[config.mk]
export PLATFORM = sky130hd
export DESIGN_NAME = sorted_priority_queue
export DESIGN_NICKNAME = d
export VERILOG_FILES = /design/src/rtl/core/spq_pkg.sv /design/src/rtl/core/spq_store.sv /design/src/rtl/core/sorted_priority_queue.sv
export SDC_FILE = /design/constraint.sdc
export NUM_CORES = 1
export LEC_CHECK = 0
export BUFFER_PORTS_ARGS = -buffer_cell sky130_fd_sc_hd__buf_4
export CAP_MARGIN = 10
export CELL_PAD_IN_SITES_DETAIL_PLACEMENT = 1
export CELL_PAD_IN_SITES_GLOBAL_PLACEMENT = 2
export CORE_ASPECT_RATIO = 0.6
export CORE_UTILIZATION = 51
export CTS_BUF_LIST = sky130_fd_sc_hd__clkbuf_8
export CTS_CLUSTER_SIZE = 30
export DETAILED_ROUTE_END_ITERATION = 10
export GPL_ROUTABILITY_DRIVEN = 0
export HOLD_SLACK_MARGIN = 0.06
export PLACE_DENSITY_LB_ADDON = 0.1
export SYNTH_ARGS = -nofsm -noshare
export SYNTH_HDL_FRONTEND = slang
export SYNTH_SLANG_ARGS = --single-unit
[constraint.sdc]
create_clock -name clk -period 7.65 [get_ports clk]
set_input_delay 1.1475 -clock clk [delete_from_list [all_inputs] [get_ports clk]]
set_output_delay 1.1475 -clock clk [all_outputs]
set_load 0.01 [all_outputs]
[src/rtl/core/spq_pkg.sv]
package spq_pkg;

  localparam int CAPACITY_DEF = 16;

  localparam logic KIND_ENQ = 1'b0;
  localparam logic KIND_DEQ = 1'b1;

  localparam logic [1:0] ST_ENQ   = 2'd0;
  localparam logic [1:0] ST_DEQ   = 2'd1;
  localparam logic [1:0] ST_EMPTY = 2'd2;
  localparam logic [1:0] ST_FULL  = 2'd3;

  typedef struct packed {
    logic               kind;
    logic signed [31:0] item_data;
    logic signed [31:0] item_priority;
  } in_t;

  typedef struct packed {
    logic [1:0]         status;
    logic signed [31:0] out_data;
    logic signed [31:0] out_priority;
  } out_t;

  // one stored queue entry
  typedef struct packed {
    logic signed [31:0] data;
    logic signed [31:0] prio;
  } entry_t;

endpackage

[src/rtl/core/spq_store.sv]
module spq_store #(
  parameter int DEPTH = spq_pkg::CAPACITY_DEF,
  parameter int IDX_W = $clog2(DEPTH)
) (
  input  logic                  clk,
  input  logic                  wr_en,
  input  logic [IDX_W-1:0]      wr_addr,
  input  spq_pkg::entry_t       wr_entry,
  input  logic                  rd_en,
  input  logic [IDX_W-1:0]      rd_addr,
  output spq_pkg::entry_t       rd_entry
);

  spq_pkg::entry_t mem_r [DEPTH];
  spq_pkg::entry_t rd_entry_r;

  always_ff @(posedge clk) begin
    if (wr_en) begin
      mem_r[wr_addr] <= wr_entry;
    end
  end

  always_ff @(posedge clk) begin
    if (rd_en) begin
      rd_entry_r <= mem_r[rd_addr];
    end
  end

  assign rd_entry = rd_entry_r;

endmodule

[src/rtl/core/sorted_priority_queue.sv]
// Results (acceptance to out_valid strobe): enqueue into a full store, dequeue on
//   an empty store and enqueue into an empty store are registered straight from idle;
//   dequeue uses S_DEQ_OUT; other enqueues walk S_ENQ_CMP past lower-priority entries.
// Throughput: one transaction at a time, bound by the single read and write port
//   of the entry store; busy drops in the strobe cycle, so the next one may start then.
// Reset (rst_n low, synchronous) empties the queue; the receiver cannot stall results.
module sorted_priority_queue #(
  parameter int CAPACITY = spq_pkg::CAPACITY_DEF
) (
  input  logic          clk,
  input  logic          rst_n,
  input  logic          start,
  output logic          busy,
  input  spq_pkg::in_t  in_item,
  output logic          out_valid,
  output spq_pkg::out_t out_result
);

  localparam int IDX_W = (CAPACITY > 1) ? $clog2(CAPACITY) : 1;
  localparam int CNT_W = $clog2(CAPACITY + 1);
  localparam logic [IDX_W:0] CAP_L = (IDX_W + 1)'(CAPACITY);

  localparam logic [1:0] S_IDLE    = 2'd0;
  localparam logic [1:0] S_ENQ_CMP = 2'd1;
  localparam logic [1:0] S_ENQ_PUT = 2'd2;
  localparam logic [1:0] S_DEQ_OUT = 2'd3;

  // sequencer state
  logic [1:0]       state_r, state_nxt;
  logic [IDX_W-1:0] head_r, head_nxt;    // physical slot of the queue head
  logic [CNT_W-1:0] count_r, count_nxt;
  logic [IDX_W-1:0] pos_r, pos_nxt;      // logical slot being filled on enqueue
  spq_pkg::in_t     item_r, item_nxt;
  logic             out_valid_r, out_valid_nxt;
  spq_pkg::out_t    out_result_r, out_result_nxt;

  // store port
  logic             wr_en, rd_en;
  logic [IDX_W-1:0] wr_log, rd_log;
  spq_pkg::entry_t  wr_entry, rd_entry, new_entry;

  logic accept, is_full, is_empty, moves;

  // map a logical position (0 = head) to its physical slot in the ring
  function automatic logic [IDX_W-1:0] phys(input logic [IDX_W-1:0] head,
                                            input logic [IDX_W-1:0] lpos);
    logic [IDX_W:0] sum;
    sum = {1'b0, head} + {1'b0, lpos};
    if (sum >= CAP_L) begin
      sum = sum - CAP_L;
    end
    return sum[IDX_W-1:0];
  endfunction

  assign busy     = (state_r != S_IDLE);
  assign accept   = start && !busy;
  assign is_full  = (count_r == CNT_W'(CAPACITY));
  assign is_empty = (count_r == '0);
  // compare: the stored entry yields its slot when strictly lower in priority
  assign moves    = (rd_entry.prio < item_r.item_priority);

  always_comb begin
    state_nxt      = state_r;
    head_nxt       = head_r;
    count_nxt      = count_r;
    pos_nxt        = pos_r;
    item_nxt       = item_r;
    out_valid_nxt  = 1'b0;
    out_result_nxt = '0;
    wr_en          = 1'b0;
    wr_log         = '0;
    wr_entry       = '0;
    rd_en          = 1'b0;
    rd_log         = '0;
    new_entry.data = item_r.item_data;
    new_entry.prio = item_r.item_priority;

    unique case (state_r)
      S_IDLE: begin
        if (accept) begin
          item_nxt = in_item;
          if (in_item.kind == spq_pkg::KIND_ENQ) begin
            if (is_full) begin
              out_valid_nxt         = 1'b1;
              out_result_nxt.status = spq_pkg::ST_FULL;
            end else if (is_empty) begin
              // nothing to walk past: drop the entry straight into the head slot
              wr_en                 = 1'b1;
              wr_log                = '0;
              wr_entry.data         = in_item.item_data;
              wr_entry.prio         = in_item.item_priority;
              count_nxt             = count_r + CNT_W'(1);
              out_valid_nxt         = 1'b1;
              out_result_nxt.status = spq_pkg::ST_ENQ;
            end else begin
              // start the walk from the tail toward the head
              rd_en     = 1'b1;
              rd_log    = IDX_W'(count_r - CNT_W'(1));
              pos_nxt   = IDX_W'(count_r);
              state_nxt = S_ENQ_CMP;
            end
          end else begin
            if (is_empty) begin
              out_valid_nxt         = 1'b1;
              out_result_nxt.status = spq_pkg::ST_EMPTY;
            end else begin
              rd_en     = 1'b1;
              rd_log    = '0;
              state_nxt = S_DEQ_OUT;
            end
          end
        end
      end

      S_ENQ_CMP: begin
        if (moves) begin
          // shift the lower-priority entry back one slot, fetch the next one unless at the head
          wr_en    = 1'b1;
          wr_log   = pos_r;
          wr_entry = rd_entry;
          if (pos_r == IDX_W'(1)) begin
            pos_nxt   = '0;
            state_nxt = S_ENQ_PUT;
          end else begin
            rd_en   = 1'b1;
            rd_log  = pos_r - IDX_W'(2);
            pos_nxt = pos_r - IDX_W'(1);
          end
        end else begin
          // equal or higher priority ahead: the new entry lands right behind it
          wr_en                 = 1'b1;
          wr_log                = pos_r;
          wr_entry              = new_entry;
          count_nxt             = count_r + CNT_W'(1);
          out_valid_nxt         = 1'b1;
          out_result_nxt.status = spq_pkg::ST_ENQ;
          state_nxt             = S_IDLE;
        end
      end

      S_ENQ_PUT: begin
        wr_en                 = 1'b1;
        wr_log                = pos_r;
        wr_entry              = new_entry;
        count_nxt             = count_r + CNT_W'(1);
        out_valid_nxt         = 1'b1;
        out_result_nxt.status = spq_pkg::ST_ENQ;
        state_nxt             = S_IDLE;
      end

      S_DEQ_OUT: begin
        // head data is back from the store: hand it out and advance the ring
        out_valid_nxt               = 1'b1;
        out_result_nxt.status       = spq_pkg::ST_DEQ;
        out_result_nxt.out_data     = rd_entry.data;
        out_result_nxt.out_priority = rd_entry.prio;
        head_nxt                    = phys(head_r, IDX_W'(1));
        count_nxt                   = count_r - CNT_W'(1);
        state_nxt                   = S_IDLE;
      end

      default: begin
        state_nxt = S_IDLE;
      end
    endcase
  end

  always_ff @(posedge clk) begin
    if (!rst_n) begin
      state_r     <= S_IDLE;
      head_r      <= '0;
      count_r     <= '0;
      out_valid_r <= 1'b0;
    end else begin
      state_r     <= state_nxt;
      head_r      <= head_nxt;
      count_r     <= count_nxt;
      out_valid_r <= out_valid_nxt;
    end
  end

  // payload: hold without reset
  always_ff @(posedge clk) begin
    pos_r        <= pos_nxt;
    item_r       <= item_nxt;
    out_result_r <= out_result_nxt;
  end

  spq_store #(
    .DEPTH (CAPACITY),
    .IDX_W (IDX_W)
  ) u_store (
    .clk      (clk),
    .wr_en    (wr_en),
    .wr_addr  (phys(head_r, wr_log)),
    .wr_entry (wr_entry),
    .rd_en    (rd_en),
    .rd_addr  (phys(head_r, rd_log)),
    .rd_entry (rd_entry)
  );

  assign out_valid  = out_valid_r;
  assign out_result = out_result_r;

  // fill level never passes the store depth
  a_count_bound: assert property (@(posedge clk) disable iff (!rst_n)
    count_r <= CNT_W'(CAPACITY))
    else $error("entry count above capacity");

  // every result traces back to an accepted or running transaction
  a_result_origin: assert property (@(posedge clk) disable iff (!rst_n)
    out_valid_r |-> ($past(start && !busy) || $past(busy)))
    else $error("result strobe without a transaction");

  // a served dequeue removes exactly one entry
  a_deq_count: assert property (@(posedge clk) disable iff (!rst_n)
    (out_valid_r && out_result_r.status == spq_pkg::ST_DEQ)
      |-> ((count_r + CNT_W'(1)) == $past(count_r)))
    else $error("dequeue did not drop one entry");

  // a stored enqueue adds exactly one entry
  a_enq_count: assert property (@(posedge clk) disable iff (!rst_n)
    (out_valid_r && out_result_r.status == spq_pkg::ST_ENQ)
      |-> (count_r == $past(count_r) + CNT_W'(1)))
    else $error("enqueue did not add one entry");

  // the insertion walk never runs while the store is full
  a_walk_room: assert property (@(posedge clk) disable iff (!rst_n)
    (state_r == S_ENQ_CMP || state_r == S_ENQ_PUT) |-> !is_full)
    else $error("insertion walk on a full store");

endmodule
==> summary.txt <==
post-CTS setup buffer count - 0
WL per Instance - 31.5 um
Mapped Cells - 2283
Die H - 239 um
synth warn - 0
EDFF count, synth - 1156
worst slew pin tran - 1.25 ns
status - completed
Via Count - 23800
xor and xnor area share after synthesis - 0.329%
Max Cap Violations - 0
P&R area growth vs syn - 12.9%
fin crit period - 5.79 ns
final setup fails - 0
Final Skew - 0.0348 ns
Clock Pin Slew Worst Setup and Hold Paths - 0.06 ns
register area share after synthesis - 75.7%
Antenna Nets Post-Route - 0
std cell rows - 86
largest stage delay on the critical path - 1.33 ns
# IOs - 136
leading area contributor after synthesis - edfxtp_1
Worst Setup End Kind - register
hold buffers post-CTS - 0
vias per cell - 6.09
design area - 54100 sq um
first-pass GRT wire length - 177 mm
Hold WC Path Type - in2reg
hpwl dp - 64.0 mm
DRC - 0
initial antenna violation count - 2
TNS Setup - 0 ns
Internal - 14.4 mW
r2r setup slk - 1.86 ns
Port Buffers - 135
Synth cell types - 54
largest family of logic cells by synthesized area - multiplexers
Root Driver - clkbuf_8
top cells by count, synth - edfxtp_1, mux4_2, mux2i_1, dfxtp_1, clkbuf_1
die area - 95200 sq um
TritonRoute pass-1 iters - 5
Synth top area share - 72.5%
#FFs+latches synth - 1234
# nets final - 2652
Die Width - 398 um
slowest CP cell - fa_4
clk sinks - 1234
Syn Area/Cell - 21.0 sq um
worst-case clock buffer depth - 3
Top delay family on crit path - adder cells
fraction of layout cells with a size suffix above 1 - 26.1%
Sequential Power Share - 47.4%
Sw Ratio - 31.9%
Initial Util - 51.8%
syn nets - 2402
fmax - 0.173 GHz
CTS resizes - 0
final worst-path cycle share - 75.7%
mux cell area share after synthesis - 16.1%
vias in the first global route - 25200
Logic pwr share - 29.5%
Area after DPL - 50800 sq um
CP cell instances - ha_1 > nand4_1 > or4_4 > a31oi_4 > o21ai_1 > nand4_1 > o22ai_1 > ha_4 > fa_4 > buf_4 > mux4_2 > mux2i_1 > mux2i_1
H-tree Lvls - 4
unrepaired setup endpoints after global routing - false
Mapped Area - 47900 sq um
most numerous cell in the Yosys netlist - edfxtp_1
Critical Path Source Type - register
gr usage total - 26.4%
Synth Area in Compound Gates - 2.23%
worst-path fanout max - 41
Net Switching - 6.73 mW
Worst-Skew Late Latency - 0.86 ns
Clk network pwr share - 23.1%
CTS tree - yes
Final Hold Viols - 0
leakage power - 17.9 nW
WL final - 123 mm
CP Class - reg2reg
gr ovfl total - 0
Core ar. - 92400 sq um
asr flop ratio synth - 0%
pin count of the biggest net entering global routing - 74
Layout Utilization - 58.5%
Inserted Clock Buffers - 175
slew margin rel. - 16.5%
DRT iter0 DRCs - 2301
Max Slew Vio Count - 0
Peak supply drop - 243 uV
Main synth FF type - edfxtp_1
top cells by area, synth - edfxtp_1, mux4_2, mux2i_1
critical path arrival - 6.36 ns
pwr/cell area - 391 nW/um^2
critical path buffer and inverter count - 1
Adder-Cell Fraction of Synth Area - 1.36%
worst path required time - 8.22 ns
simple-gate share of the synthesized area - 2.79%
-- state kept, by name, summed over array words and instances (netlist names) --
signal	flops
count_r	5
head_r	4
item_r	64
out_result	66
out_valid	1
pos_r	4
state_r	2
u_store.mem_r	1024
u_store.rd_entry	64
-- path summary, 6_finish.rpt --
| kind | start | endpoint | cells past startpoint |
|---|---|---|---|
| max reg2reg | u_store.rd_entry[27]$_DFFE_PP_ | u_store.rd_entry[59]$_DFFE_PP_ | 13 |
| max | u_store.rd_entry[27]$_DFFE_PP_ | u_store.rd_entry[59]$_DFFE_PP_ | 13 |
| min reg2reg | u_store.rd_entry[48]$_DFFE_PP_ | out_result[48]$_SDFF_PN0_ | 1 |
| min | in_item[9] | item_r[9]$_DFFE_PP_ | 1 |
-- cell families after synthesis --
| kind of cell | after synthesis |
|---|---|
| xor gates and xnor gates | 18 |
| adders and majority gates | 51 |
| AOI/OAI and AO/OA | 128 |
| buffers and inverters | 164 |
| DFF | 1234 |
| and+or+nand+nor | 239 |
| muxes | 449 |
-- metal layers --
metal	vias to the layer above	GRT usage [%]	wire length, um
li1	9934	-	-
met4	0	7.67	2230
met2	815	40.4	57100
met5	-	0	0
met1	12900	39.5	56400
met3	162	4.26	7560
-- per-stage QoR --
step	setup WS, ns	power (mW)	hold WS, ns	std cells
after CTS	1.79	21.3	0.385	3911
final	1.86	21.1	0.475	3913
after floorplan	1.30	14.2	0.454	2283
after global routing	1.61	22.0	0.436	3912
after global placement	1.93	16.1	0.479	3588
after detailed placement	1.84	16.4	0.475	3588
-- placed cells by master (no fill, tap or decap), drive strengths merged, types with 3 or more instances in the layout --
master | synthesis | routed
nand4 | 9 | 9
inv | 48 | 129
clkinvlp | 0 | 5
and3 | 67 | 67
nand3 | 7 | 7
xor2 | 7 | 7
and2 | 72 | 72
a221o | 63 | 63
mux2i | 190 | 190
ha | 49 | 49
nand2 | 39 | 39
buf | 40 | 189
mux4 | 256 | 256
o22ai | 7 | 7
clkinv | 0 | 39
clkbuf | 76 | 198
nor3 | 6 | 6
o21ai | 12 | 12
dfxtp | 78 | 78
a21oi | 22 | 22
mux2 | 3 | 3
nor2 | 29 | 29
edfxtp | 1156 | 1156
xnor2 | 11 | 11
o21a | 4 | 4
-- area by class of cell --
type / instances / area [sq um]
diodes: 2 / 5.00
clock buffers: 198 / 2730
clock inverters: 125 / 539
fillers: 7870 / 38400
inverters: 48 / 183
multi-input cells: 885 / 11100
flip-flops and latches: 1234 / 36300
well taps: 1232 / 1540
repair buffers: 189 / 1690
-- power by group through the flow --
stage / sequential, mW / clock [mW] / combinational (mW)
final: 10.0 / 4.87 / 6.24
after CTS: 10.0 / 4.99 / 6.30
after floorplan: 10.0 / 0 / 4.20
after detailed placement: 10.1 / 0 / 6.29
after global routing: 10.1 / 5.25 / 6.69
after global placement: 10.1 / 0 / 6.06
Note: power is estimated with default switching activity, not from simulation.
